**src/rtl/nrmc_pkg.sv**
```systemverilog
`default_nettype none
package nrmc_pkg;

  // digits that leave the block on every result
  localparam int unsigned LAT_OUT = 5;
  localparam int unsigned LON_OUT = 4;

  localparam int unsigned LAT_DIGITS_DEF = 5;
  localparam int unsigned LON_DIGITS_DEF = 4;

  localparam int unsigned HDR_LEN = 7;

  localparam logic [7:0] CH_DOLLAR = 8'h24;
  localparam logic [7:0] CH_G      = 8'h47;
  localparam logic [7:0] CH_N      = 8'h4E;
  localparam logic [7:0] CH_R      = 8'h52;
  localparam logic [7:0] CH_M      = 8'h4D;
  localparam logic [7:0] CH_C      = 8'h43;
  localparam logic [7:0] CH_COMMA  = 8'h2C;
  localparam logic [7:0] CH_ZERO   = 8'h30;
  localparam logic [7:0] CH_NINE   = 8'h39;
  localparam logic [7:0] CH_E      = 8'h45;

  localparam logic [HDR_LEN-1:0][7:0] HDR_SEQ = {
    CH_COMMA, CH_C, CH_M, CH_R, CH_N, CH_G, CH_DOLLAR
  };

  localparam logic [LAT_OUT-1:0][3:0] LAT_RST = {4'd4, 4'd2, 4'd3, 4'd1, 4'd1};
  localparam logic [LON_OUT-1:0][3:0] LON_RST = {4'd7, 4'd1, 4'd4, 4'd2};

  typedef enum logic [3:0] {
    ST_HDR0   = 4'd0,
    ST_HDR1   = 4'd1,
    ST_HDR2   = 4'd2,
    ST_HDR3   = 4'd3,
    ST_HDR4   = 4'd4,
    ST_HDR5   = 4'd5,
    ST_HDR6   = 4'd6,
    ST_TIME   = 4'd7,
    ST_STATUS = 4'd8,
    ST_LAT    = 4'd9,
    ST_NS     = 4'd10,
    ST_SKIP   = 4'd11,
    ST_LON    = 4'd12,
    ST_EW     = 4'd13
  } state_e;

  function automatic logic is_digit(input logic [7:0] b);
    return (b >= CH_ZERO) && (b <= CH_NINE);
  endfunction

endpackage
`default_nettype wire

```
**src/rtl/nrmc_in_if.sv**
```systemverilog
`default_nettype none
interface nrmc_in_if;
  logic       valid;
  logic       ready;
  logic [7:0] rx_byte;

  modport source (output valid, output rx_byte, input ready);
  modport sink (input valid, input rx_byte, output ready);
endinterface
`default_nettype wire

```
**src/rtl/nrmc_out_if.sv**
```systemverilog
`default_nettype none
interface nrmc_out_if;
  logic       valid;
  logic       ready;
  logic [3:0] lat_digit_0;
  logic [3:0] lat_digit_1;
  logic [3:0] lat_digit_2;
  logic [3:0] lat_digit_3;
  logic [3:0] lat_digit_4;
  logic [3:0] lon_digit_0;
  logic [3:0] lon_digit_1;
  logic [3:0] lon_digit_2;
  logic [3:0] lon_digit_3;
  logic [7:0] hemisphere_ns;
  logic [7:0] hemisphere_ew;

  modport source (
    output valid, input ready,
    output lat_digit_0, output lat_digit_1, output lat_digit_2,
    output lat_digit_3, output lat_digit_4,
    output lon_digit_0, output lon_digit_1, output lon_digit_2, output lon_digit_3,
    output hemisphere_ns, output hemisphere_ew
  );
  modport sink (
    input valid, output ready,
    input lat_digit_0, input lat_digit_1, input lat_digit_2,
    input lat_digit_3, input lat_digit_4,
    input lon_digit_0, input lon_digit_1, input lon_digit_2, input lon_digit_3,
    input hemisphere_ns, input hemisphere_ew
  );
endinterface
`default_nettype wire

```
**src/rtl/nmea_rmc_position_parser_core.sv**
```systemverilog
// nmea rmc position parser
// in_i carries one received character per item (rx_byte). the block matches
// the "$GNRMC," header, skips time and status, keeps the latitude digits,
// the n/s byte, the longitude digits and the e/w byte, and on the e/w byte
// sends one item on out_o with the stored digits and both hemisphere bytes.
// any other byte gives no result item.
// the result item shows on out_o in the cycle after the e/w byte is
// accepted, from a result register.
// throughput is one item per cycle: in_i is ready whenever the result
// register is empty or being drained, and also when the parser is not
// waiting for an e/w byte, since only that byte writes the result register.
// if the receiver stalls out_o, the result holds and only an e/w byte waits.
// reset puts the parser back to header search and loads the stored digits
// and the n/s byte with their default position.
`default_nettype none
module nmea_rmc_position_parser_core #(
  parameter int unsigned LAT_DIGITS = nrmc_pkg::LAT_DIGITS_DEF,
  parameter int unsigned LON_DIGITS = nrmc_pkg::LON_DIGITS_DEF
) (
  input  wire logic   clk_i,
  input  wire logic   rst_ni,
  nrmc_in_if.sink     in_i,
  nrmc_out_if.source  out_o
);
  import nrmc_pkg::*;

  localparam int unsigned MAX_DIGITS = (LAT_DIGITS > LON_DIGITS) ? LAT_DIGITS : LON_DIGITS;
  localparam int unsigned DIDX_W     = $clog2(MAX_DIGITS + 1);

  state_e                    state_q, state_d;
  logic [DIDX_W-1:0]         didx_q, didx_d;
  logic [LAT_OUT-1:0][3:0]   lat_q, lat_d;
  logic [LON_OUT-1:0][3:0]   lon_q, lon_d;
  logic [7:0]                ns_q, ns_d;
  logic                      res_valid_q, res_valid_d;
  logic [7:0]                ew_res_q;
  logic [LAT_OUT-1:0][3:0]   lat_res_q;
  logic [LON_OUT-1:0][3:0]   lon_res_q;
  logic [7:0]                ns_res_q;
  logic                      in_fire;
  logic                      res_load;
  logic [7:0]                b;

  assign b        = in_i.rx_byte;
  assign in_i.ready = !res_valid_q || out_o.ready || (state_q != ST_EW);
  assign in_fire  = in_i.valid && in_i.ready;
  assign res_load = in_fire && (state_q == ST_EW);

  // next state
  always_comb begin
    state_d = state_q;
    if (in_fire) begin
      case (state_q)
        ST_TIME, ST_STATUS, ST_SKIP, ST_LAT, ST_LON: begin
          if (b == CH_COMMA) begin
            state_d = state_e'(4'(state_q) + 4'd1);
          end
        end
        ST_NS: state_d = ST_SKIP;
        ST_EW: state_d = ST_HDR0;
        default: begin
          if (state_q < ST_TIME && b == HDR_SEQ[state_q[2:0]]) begin
            state_d = state_e'(4'(state_q) + 4'd1);
          end else begin
            // mismatch, or unused code
            state_d = ST_HDR0;
          end
        end
      endcase
    end
  end

  // field capture
  always_comb begin
    didx_d = didx_q;
    lat_d  = lat_q;
    lon_d  = lon_q;
    ns_d   = ns_q;
    if (in_fire) begin
      case (state_q)
        ST_LAT: begin
          if (b == CH_COMMA) begin
            didx_d = '0;
          end else if (is_digit(b) && didx_q < DIDX_W'(LAT_DIGITS)) begin
            for (int i = 0; i < LAT_OUT; i++) begin
              // ascii digits carry their value in the low nibble
              if (didx_q == DIDX_W'(i)) lat_d[i] = b[3:0];
            end
            didx_d = didx_q + DIDX_W'(1);
          end
        end
        ST_LON: begin
          if (b == CH_COMMA) begin
            didx_d = '0;
          end else if (is_digit(b) && didx_q < DIDX_W'(LON_DIGITS)) begin
            for (int i = 0; i < LON_OUT; i++) begin
              if (didx_q == DIDX_W'(i)) lon_d[i] = b[3:0];
            end
            didx_d = didx_q + DIDX_W'(1);
          end
        end
        ST_NS: ns_d = b;
        default: ;
      endcase
    end
  end

  always_comb begin
    res_valid_d = res_valid_q;
    if (out_o.ready) res_valid_d = 1'b0;
    if (res_load) res_valid_d = 1'b1;
  end

  always_ff @(posedge clk_i or negedge rst_ni) begin
    if (!rst_ni) begin
      state_q     <= ST_HDR0;
      didx_q      <= '0;
      lat_q       <= LAT_RST;
      lon_q       <= LON_RST;
      ns_q        <= CH_N;
      res_valid_q <= 1'b0;
    end else begin
      state_q     <= state_d;
      didx_q      <= didx_d;
      lat_q       <= lat_d;
      lon_q       <= lon_d;
      ns_q        <= ns_d;
      res_valid_q <= res_valid_d;
    end
  end

  always_ff @(posedge clk_i) begin
    if (res_load) begin
      lat_res_q <= lat_q;
      lon_res_q <= lon_q;
      ns_res_q  <= ns_q;
      ew_res_q  <= b;
    end
  end

  assign out_o.valid         = res_valid_q;
  assign out_o.lat_digit_0   = lat_res_q[0];
  assign out_o.lat_digit_1   = lat_res_q[1];
  assign out_o.lat_digit_2   = lat_res_q[2];
  assign out_o.lat_digit_3   = lat_res_q[3];
  assign out_o.lat_digit_4   = lat_res_q[4];
  assign out_o.lon_digit_0   = lon_res_q[0];
  assign out_o.lon_digit_1   = lon_res_q[1];
  assign out_o.lon_digit_2   = lon_res_q[2];
  assign out_o.lon_digit_3   = lon_res_q[3];
  assign out_o.hemisphere_ns = ns_res_q;
  assign out_o.hemisphere_ew = ew_res_q;

  a_ew_gives_result: assert property (@(posedge clk_i) disable iff (!rst_ni)
    res_load |=> res_valid_q)
    else $error("e/w byte accepted without a result");

  a_no_overwrite: assert property (@(posedge clk_i) disable iff (!rst_ni)
    (res_valid_q && !out_o.ready && state_q == ST_EW) |-> !in_i.ready)
    else $error("pending result could be overwritten");

  a_result_source: assert property (@(posedge clk_i) disable iff (!rst_ni)
    $rose(res_valid_q) |-> $past(res_load))
    else $error("result appeared without an e/w byte");

  a_didx_range: assert property (@(posedge clk_i) disable iff (!rst_ni)
    didx_q <= DIDX_W'(MAX_DIGITS))
    else $error("digit index out of range");

endmodule
`default_nettype wire

```
**src/flat_wrapper.sv**
```systemverilog
// flat-port wrapper written by rule: the top's interface ports become plain ports
module nmea_rmc_position_parser_core_flat import nrmc_pkg::*;
#(
  parameter int unsigned LAT_DIGITS = nrmc_pkg::LAT_DIGITS_DEF,
  parameter int unsigned LON_DIGITS = nrmc_pkg::LON_DIGITS_DEF
)
  (clk_i, rst_ni, in_i_valid, in_i_rx_byte, in_i_ready, out_o_valid, out_o_ready, out_o_lat_digit_0, out_o_lat_digit_1, out_o_lat_digit_2, out_o_lat_digit_3, out_o_lat_digit_4, out_o_lon_digit_0, out_o_lon_digit_1, out_o_lon_digit_2, out_o_lon_digit_3, out_o_hemisphere_ns, out_o_hemisphere_ew);
  nrmc_in_if in_i_i ();
  nrmc_out_if out_o_i ();
  input  wire logic clk_i;
  input  wire logic rst_ni;
  input wire logic [$bits(in_i_i.valid)-1:0] in_i_valid;
  input wire logic [$bits(in_i_i.rx_byte)-1:0] in_i_rx_byte;
  output wire logic [$bits(in_i_i.ready)-1:0] in_i_ready;
  output wire logic [$bits(out_o_i.valid)-1:0] out_o_valid;
  input wire logic [$bits(out_o_i.ready)-1:0] out_o_ready;
  output wire logic [$bits(out_o_i.lat_digit_0)-1:0] out_o_lat_digit_0;
  output wire logic [$bits(out_o_i.lat_digit_1)-1:0] out_o_lat_digit_1;
  output wire logic [$bits(out_o_i.lat_digit_2)-1:0] out_o_lat_digit_2;
  output wire logic [$bits(out_o_i.lat_digit_3)-1:0] out_o_lat_digit_3;
  output wire logic [$bits(out_o_i.lat_digit_4)-1:0] out_o_lat_digit_4;
  output wire logic [$bits(out_o_i.lon_digit_0)-1:0] out_o_lon_digit_0;
  output wire logic [$bits(out_o_i.lon_digit_1)-1:0] out_o_lon_digit_1;
  output wire logic [$bits(out_o_i.lon_digit_2)-1:0] out_o_lon_digit_2;
  output wire logic [$bits(out_o_i.lon_digit_3)-1:0] out_o_lon_digit_3;
  output wire logic [$bits(out_o_i.hemisphere_ns)-1:0] out_o_hemisphere_ns;
  output wire logic [$bits(out_o_i.hemisphere_ew)-1:0] out_o_hemisphere_ew;
  assign in_i_i.valid = in_i_valid;
  assign in_i_i.rx_byte = in_i_rx_byte;
  assign in_i_ready = in_i_i.ready;
  assign out_o_valid = out_o_i.valid;
  assign out_o_i.ready = out_o_ready;
  assign out_o_lat_digit_0 = out_o_i.lat_digit_0;
  assign out_o_lat_digit_1 = out_o_i.lat_digit_1;
  assign out_o_lat_digit_2 = out_o_i.lat_digit_2;
  assign out_o_lat_digit_3 = out_o_i.lat_digit_3;
  assign out_o_lat_digit_4 = out_o_i.lat_digit_4;
  assign out_o_lon_digit_0 = out_o_i.lon_digit_0;
  assign out_o_lon_digit_1 = out_o_i.lon_digit_1;
  assign out_o_lon_digit_2 = out_o_i.lon_digit_2;
  assign out_o_lon_digit_3 = out_o_i.lon_digit_3;
  assign out_o_hemisphere_ns = out_o_i.hemisphere_ns;
  assign out_o_hemisphere_ew = out_o_i.hemisphere_ew;
  nmea_rmc_position_parser_core #(.LAT_DIGITS(LAT_DIGITS), .LON_DIGITS(LON_DIGITS)) u_core (.clk_i(clk_i), .rst_ni(rst_ni), .in_i(in_i_i), .out_o(out_o_i));
endmodule
```
**config.mk**
```make
export PLATFORM = sky130hd
export DESIGN_NAME = nmea_rmc_position_parser_core_flat
export DESIGN_NICKNAME = d
export VERILOG_FILES = /design/src/rtl/nrmc_pkg.sv /design/src/rtl/nrmc_in_if.sv /design/src/rtl/nrmc_out_if.sv /design/src/rtl/nmea_rmc_position_parser_core.sv /design/src/flat_wrapper.sv
export SDC_FILE = /design/constraint.sdc
export NUM_CORES = 1
export LEC_CHECK = 0
export BUFFER_PORTS_ARGS = -buffer_cell sky130_fd_sc_hd__buf_2
export CAP_MARGIN = 30
export CORE_UTILIZATION = 45
export CTS_BUF_LIST = sky130_fd_sc_hd__clkbuf_8
export DETAILED_ROUTE_END_ITERATION = 16
export PLACE_DENSITY_LB_ADDON = 0.15
export SYNTH_ARGS = -nofsm -noshare
export SYNTH_HDL_FRONTEND = slang
export SYNTH_SLANG_ARGS = --single-unit
```
**constraint.sdc**
```tcl
create_clock -name clk_i -period 4.7 [get_ports clk_i]
set_input_delay 0.705 -clock clk_i [delete_from_list [all_inputs] [get_ports clk_i]]
set_output_delay 0.705 -clock clk_i [all_outputs]
set_load 0.01 [all_outputs]
```
==> results of run 1 <==
[power by group]
| group | internal, uW | leakage [uW] | switching (uW) |
|---|---|---|---|
| sequential | 981 | 0.00122 | 18.6 |
| clock | 258 | 0.000105 | 295 |
| combinational | 45.6 | 0.000898 | 70.2 |
[kinds of logic (layout without fill, tap and decap cells)]
family	count (synthesis)	count (layout)
XOR/XNOR	8	8
multiplexers	47	47
flip-flops	104	104
adder cells (fa/ha/maj)	12	12
AND/OR/NAND/NOR	50	50
buffers and inverters	16	91
AO/OA/AOI/OAI	21	21
[layer usage]
metal	vias to the layer above	share of wire [%]	track usage, %
li1	1083	-	-
met1	1158	46	21.6
met2	47	50	27.6
met3	7	3.7	3.58
met4	0	0.98	6.54
met5	-	0	0
[cell type report]
cell class                 instances  area share [%]
timing repair buffer              68            7.62
multi-input combinational        138            25.2
sequential                       104            59.7
clock buffer                      10            2.85
inverter                           7           0.544
tap                              108            2.80
clock inverter                     6            1.22
[worst max-delay path: stages, from the launching register on]
cell and delay (ns):
dfrtp_1 0.62, inv_2 0.15, ha_1 0.22, xor2_1 0.15
or3_1 0.33, a221oi_2 0.22, a41oi_2 0.21, o31ai_1 0.28
a22o_1 0.16
[worst max-delay path by stage]
| stage | startpoint | end | slack [ns] |
|---|---|---|---|
| 2_1_floorplan | u_core.state_q[1] | u_core.out_o.hemisphere_ew[0] | 1.26 |
| 3_3_place_gp | u_core.state_q[1] | u_core.out_o.lat_digit_4[0] | 2.15 |
| 3_5_place_dp | in_i_rx_byte[5] | u_core.lat_q[16] | 2.18 |
| 4_1_cts | u_core.state_q[2] | u_core.state_q[3] | 2.32 |
| 5_1_grt | u_core.state_q[1] | u_core.state_q[3] | 2.15 |
| 6_report | u_core.state_q[2] | u_core.state_q[3] | 2.31 |
[flip-flops by register name (all words and copies together), names as in the netlist, 8 cells and up]
signal and count:
u_core.out_o.hemisphere_ew 8, u_core.out_o.hemisphere_ns 8, u_core.ns_q 8, u_core.lat_q 20, u_core.lon_q 16
[per-stage QoR]
| stage | setup slack [ns] | utilization [%] | total power, uW | hold WS [ns] | area (um2) |
|---|---|---|---|---|---|
| floorplan | 1.26 | - | 1090 | 0.409 | 4170 |
| global placement | 2.15 | 52.2 | 1130 | 0.426 | 4620 |
| detailed placement | 2.18 | 52.3 | 1140 | 0.431 | 4630 |
| CTS | 2.32 | 54.6 | 1680 | 0.453 | 4830 |
| global route | 2.15 | 54.6 | 1740 | 0.471 | 4830 |
| finish | 2.31 | 54.6 | 1670 | 0.433 | 4830 |
[cells in the mapped netlist, drive strengths merged, types with 5 or more instances]
cell type  instances
edfxtp            52
mux2              45
dfrtp             36
dfstp             16
ha                12
nand2             10
nand3              8
inv                7
clkbuf             6
nor2               6
a21oi              5
==> impl_metrics.env, run 1 <==
export IMPL_wl_per_cell_um=16.6
export IMPL_pin_count=66
export IMPL_r2r_end="u_core.state_q[3]"
export IMPL_crit_path_end_kind="flip-flop"
export IMPL_rsz0062_at_grt="no"
export IMPL_synth_cell_types=46
export IMPL_drt_first_pass_iters=10
export IMPL_grt_pass1_wl_um=12100
export IMPL_ff_latch_area_um2=2880
export IMPL_cts_buffer_depth=2
export IMPL_final_cells=441
export IMPL_io_buffers=65
export IMPL_gp_congestion=0.843
export IMPL_hold_viol=0
export IMPL_r2r_start="u_core.state_q[2]"
export IMPL_relSlewSlack_pct=53.4
export IMPL_area_growth_pct=16.0
export IMPL_cts_tree="built"
export IMPL_antenna_cells=0
export IMPL_drt_wl_total_um=7320
export IMPL_route_detailed_drc=5
export IMPL_die_area_um2=9640
export IMPL_p_per_area_nw_per_um2=346
export IMPL_ctsHoldBuffers=0
export IMPL_antenna_left=0
export IMPL_synth_mux_area_share_pct=12.7
export IMPL_crit_fanout=14
export IMPL_netlist_top_cells_area="edfxtp_1, dfrtp_1, mux2_2"
export IMPL_antenna_found_initial=0
export IMPL_n_fill_cell=751
export IMPL_drt_initial_drc_count=93
export IMPL_synth_nets=282
export IMPL_die_w_um=98.2
export IMPL_synth_area_leader_cell="edfxtp_1"
export IMPL_drv_slew=0
export IMPL_worstSkewPairLatency_ns=0.36
export IMPL_multi_input_area_um2=1220
export IMPL_r2r_cells=8
export IMPL_fin_skew_ns=0.0122
export IMPL_synth_top_family_by_area="multiplexers"
export IMPL_synth_top_area_share_pct=37.5
export IMPL_fin_tns_setup_ns=0
export IMPL_path_clk_slew_ns=0.10
export IMPL_cts_setup_buffers=0
export IMPL_dp_cells=425
export IMPL_period_share_pct=50.8
export IMPL_max_cap_violations=0
export IMPL_grtUsageTotal_pct=16.7
export IMPL_violations="design-rule violations"
export IMPL_critPathKind="reg -> reg"
export IMPL_gr_total_overflow=0
export IMPL_synth_simple_gate_area_share_pct=7.03
export IMPL_final_nets=352
export IMPL_peakVddDrop_uv=128
export IMPL_arrival_ns=2.69
export IMPL_cp_required_ns=5.00
export IMPL_fmax_mhz=419
export IMPL_ys_ff_latch=104
export IMPL_outcome="complete, but fails checks"
export IMPL_power_leakage_uw=0.00222
export IMPL_synth_cell_area_um2=4160
export IMPL_period_needed_ns=2.39
export IMPL_tightest_slew_ns=0.696
export IMPL_layout_commonest_cell="buf_2"
export IMPL_dp_hpwl_um=4900
export IMPL_postSynthCellCount=258
export IMPL_cts_made_buffers=9
export IMPL_synth_avg_cell_area_um2=16.1
export IMPL_seq_area_frac_synth_pct=69.3
export IMPL_via_per_inst=5.20
export IMPL_start_kind="flip-flop"
export IMPL_async_flop_share_pct=50.0
export IMPL_drive_gt1_share_pct=47.7
export IMPL_synthFlopType="edfxtp_1"
export IMPL_die_h_um=98.2
export IMPL_hp_class="in -> async"
export IMPL_regToRegSetupSlack_ns=2.31
export IMPL_via_count=2295
export IMPL_mostFrequentLayoutCells="buf_2, edfxtp_1, mux2_2"
export IMPL_synth_xor_xnor_area_share_pct=1.68
export IMPL_yosys_warnings=0
export IMPL_synth_compound_area_share_pct=4.03
export IMPL_fp_row_count=34
export IMPL_clock_sinks=104
export IMPL_grt_pass1_vias=2349
export IMPL_synth_edff_count=52
export IMPL_yosys_area_share_adder_pct=3.61
export IMPL_htree_levels=3
export IMPL_cts_resized=0
export IMPL_initial_core_util_pct=47.0
export IMPL_finalSetupViolations=0
export IMPL_grt_max_degree=53
export IMPL_clockRootBuffer="clkbuf_8"
export IMPL_core_um2=8850
No activity file was read; power rests on OpenSTA's default activity.
==> run 2: changes to the inputs <==
Clock period 4.7 ns to 2.35 ns, I/O delays scaled along.
==> run 2 against run 1 <==
Clock skew hardly changed. Sequential cell count stayed put. The run ends with design-rule violations, negative hold slack left. Utilization is 0.68 points higher. Sequential share of layout area is 0.71 points lower. Critical endpoint unchanged. Cell count is 1.6% higher.
==> impl_metrics.env, run 2 (same netlist as run 1, synthesis figures left out) <==
export IMPL_regMostFlops="u_core.lat_q"
export IMPL_final_nets=359
export IMPL_clockRootBuffer="clkbuf_8"
export IMPL_drt_wl_total_um=7430
export IMPL_cts_buffer_depth=2
export IMPL_pwr_share_clk_pct=31.8
export IMPL_htree_levels=3
export IMPL_core_um2=8850
export IMPL_clock_sinks=104
export IMPL_grt_max_degree=30
export IMPL_p_per_area_nw_per_um2=677
export IMPL_initial_core_util_pct=47.0
export IMPL_path_clk_slew_ns=0.11
export IMPL_peakVddDrop_uv=394
export IMPL_finalSetupViolations=0
export IMPL_fin_tns_setup_ns=0
export IMPL_area_growth_pct=17.4
export IMPL_grtUsageTotal_pct=16.7
export IMPL_antenna_left=0
export IMPL_die_h_um=98.2
export IMPL_p_sw_share_pct=24.6
export IMPL_start_kind="flip-flop"
export IMPL_pwr_share_seq_pct=60.4
export IMPL_cts_tree="built"
export IMPL_ff_latch_area_um2=2880
export IMPL_via_count=2343
export IMPL_grt_pass1_wl_um=12200
export IMPL_max_cap_violations=0
export IMPL_power_leakage_uw=0.00225
export IMPL_dp_hpwl_um=5010
export IMPL_fin_hold_ws_ns=-0.00642
export IMPL_worstSkewPairLatency_ns=0.37
export IMPL_antenna_found_initial=0
export IMPL_cp_required_ns=2.65
export IMPL_cts_setup_buffers=0
export IMPL_drive_gt1_share_pct=50.3
export IMPL_arrival_ns=2.50
export IMPL_wl_per_cell_um=16.6
export IMPL_period_needed_ns=2.19
export IMPL_hp_class="in -> async"
export IMPL_critPathKind="reg -> reg"
export IMPL_p_comb_share_pct=7.8
export IMPL_drt_first_pass_iters=12
export IMPL_die_w_um=98.2
export IMPL_violations="design-rule violations, negative hold slack"
export IMPL_tightest_slew_ns=0.630
export IMPL_multi_input_area_um2=1240
export IMPL_p_int_uw=2490
export IMPL_die_area_um2=9640
export IMPL_crit_path_end_kind="flip-flop"
export IMPL_gp_congestion=0.855
export IMPL_io_buffers=65
export IMPL_drt_initial_drc_count=83
export IMPL_relSlewSlack_pct=58.0
export IMPL_crit_fanout=5
export IMPL_mostFrequentLayoutCells="buf_2, edfxtp_1, mux2_2"
export IMPL_final_util_pct=55.2
export IMPL_gr_total_overflow=0
export IMPL_ctsHoldBuffers=0
export IMPL_route_detailed_drc=3
export IMPL_largest_register_ff_count=20
export IMPL_drv_slew=0
export IMPL_cts_resized=0
export IMPL_cts_made_buffers=9
export IMPL_p_switching_uw=814
export IMPL_rsz0062_at_grt="no"
export IMPL_n_fill_cell=749
export IMPL_via_per_inst=5.23
export IMPL_reg_top3="u_core.lat_q: 20 flops, u_core.lon_q: 16 flops"
export IMPL_period_share_pct=93.4
export IMPL_fp_row_count=34
export IMPL_pin_count=66
export IMPL_grt_pass1_vias=2329
export IMPL_fin_skew_ns=0.0120
export IMPL_hold_viol=3
export IMPL_fmax_mhz=456
export IMPL_regToRegSetupSlack_ns=0.16
export IMPL_outcome="complete, but fails checks"
export IMPL_layout_commonest_cell="buf_2"
export IMPL_antenna_cells=0
-- run 2: final timing paths --
path | endpoint | start | cells after the start
setup / recovery | u_core.state_q[3] | u_core.state_q[1] | 8
hold / removal | u_core.ns_q[5] | rst_ni | 1
setup reg to reg | u_core.state_q[3] | u_core.state_q[1] | 8
hold reg to reg | u_core.out_o.hemisphere_ns[0] | u_core.ns_q[0] | 0
max in group asynchronous | u_core.lat_q[8] | rst_ni | 2
min in group clk_i | u_core.out_o.hemisphere_ew[7] | in_i_rx_byte[7] | 1
-- run 2: per-stage QoR --
stage	total power (uW)	worst slack (ns)	area, um2	std cells
after global routing	3450	0.00481	4890	448
after CTS	3330	0.172	4890	448
after detailed placement	2290	0.192	4700	432
after floorplan	2190	-0.0903	4200	258
final	3310	0.155	4890	448
after global placement	2290	0.237	4700	432
-- run 2: layer usage --
| metal | track usage (%) | vias to the layer above | wire length, um |
|---|---|---|---|
| met5 | 0 | - | 0 |
| met4 | 5.51 | 0 | 105 |
| met3 | 4.01 | 11 | 265 |
| met2 | 27.1 | 50 | 3560 |
| met1 | 22.2 | 1189 | 3500 |
| li1 | - | 1093 | - |
-- run 2: worst max-delay path, cell delays in order, from the launching register on --
cell      delay, ns
dfrtp_2        0.42
ha_1           0.21
ha_1           0.21
xor2_1         0.15
or3_1          0.32
a221oi_2       0.19
a41oi_2        0.19
o31ai_1        0.28
a22o_1         0.16
-- run 2: area by class of cell --
cell class | instances | area share (%)
Inverter | 7 | 0.589
Tap cell | 108 | 2.76
Clock buffer | 10 | 2.82
Clock inverter | 6 | 1.02
Multi-Input combinational cell | 138 | 25.3
Timing Repair Buffer | 75 | 8.45
Sequential cell | 104 | 59.0
-- run 2: power by group through the flow --
| stage | clock network (uW) | registers (uW) | logic, uW |
|---|---|---|---|
| after detailed placement | 0 | 2040 | 259 |
| after global placement | 0 | 2030 | 255 |
| after CTS | 1080 | 2000 | 260 |
| final | 1050 | 2000 | 259 |
| after global routing | 1150 | 2000 | 292 |
| after floorplan | 0 | 2030 | 164 |
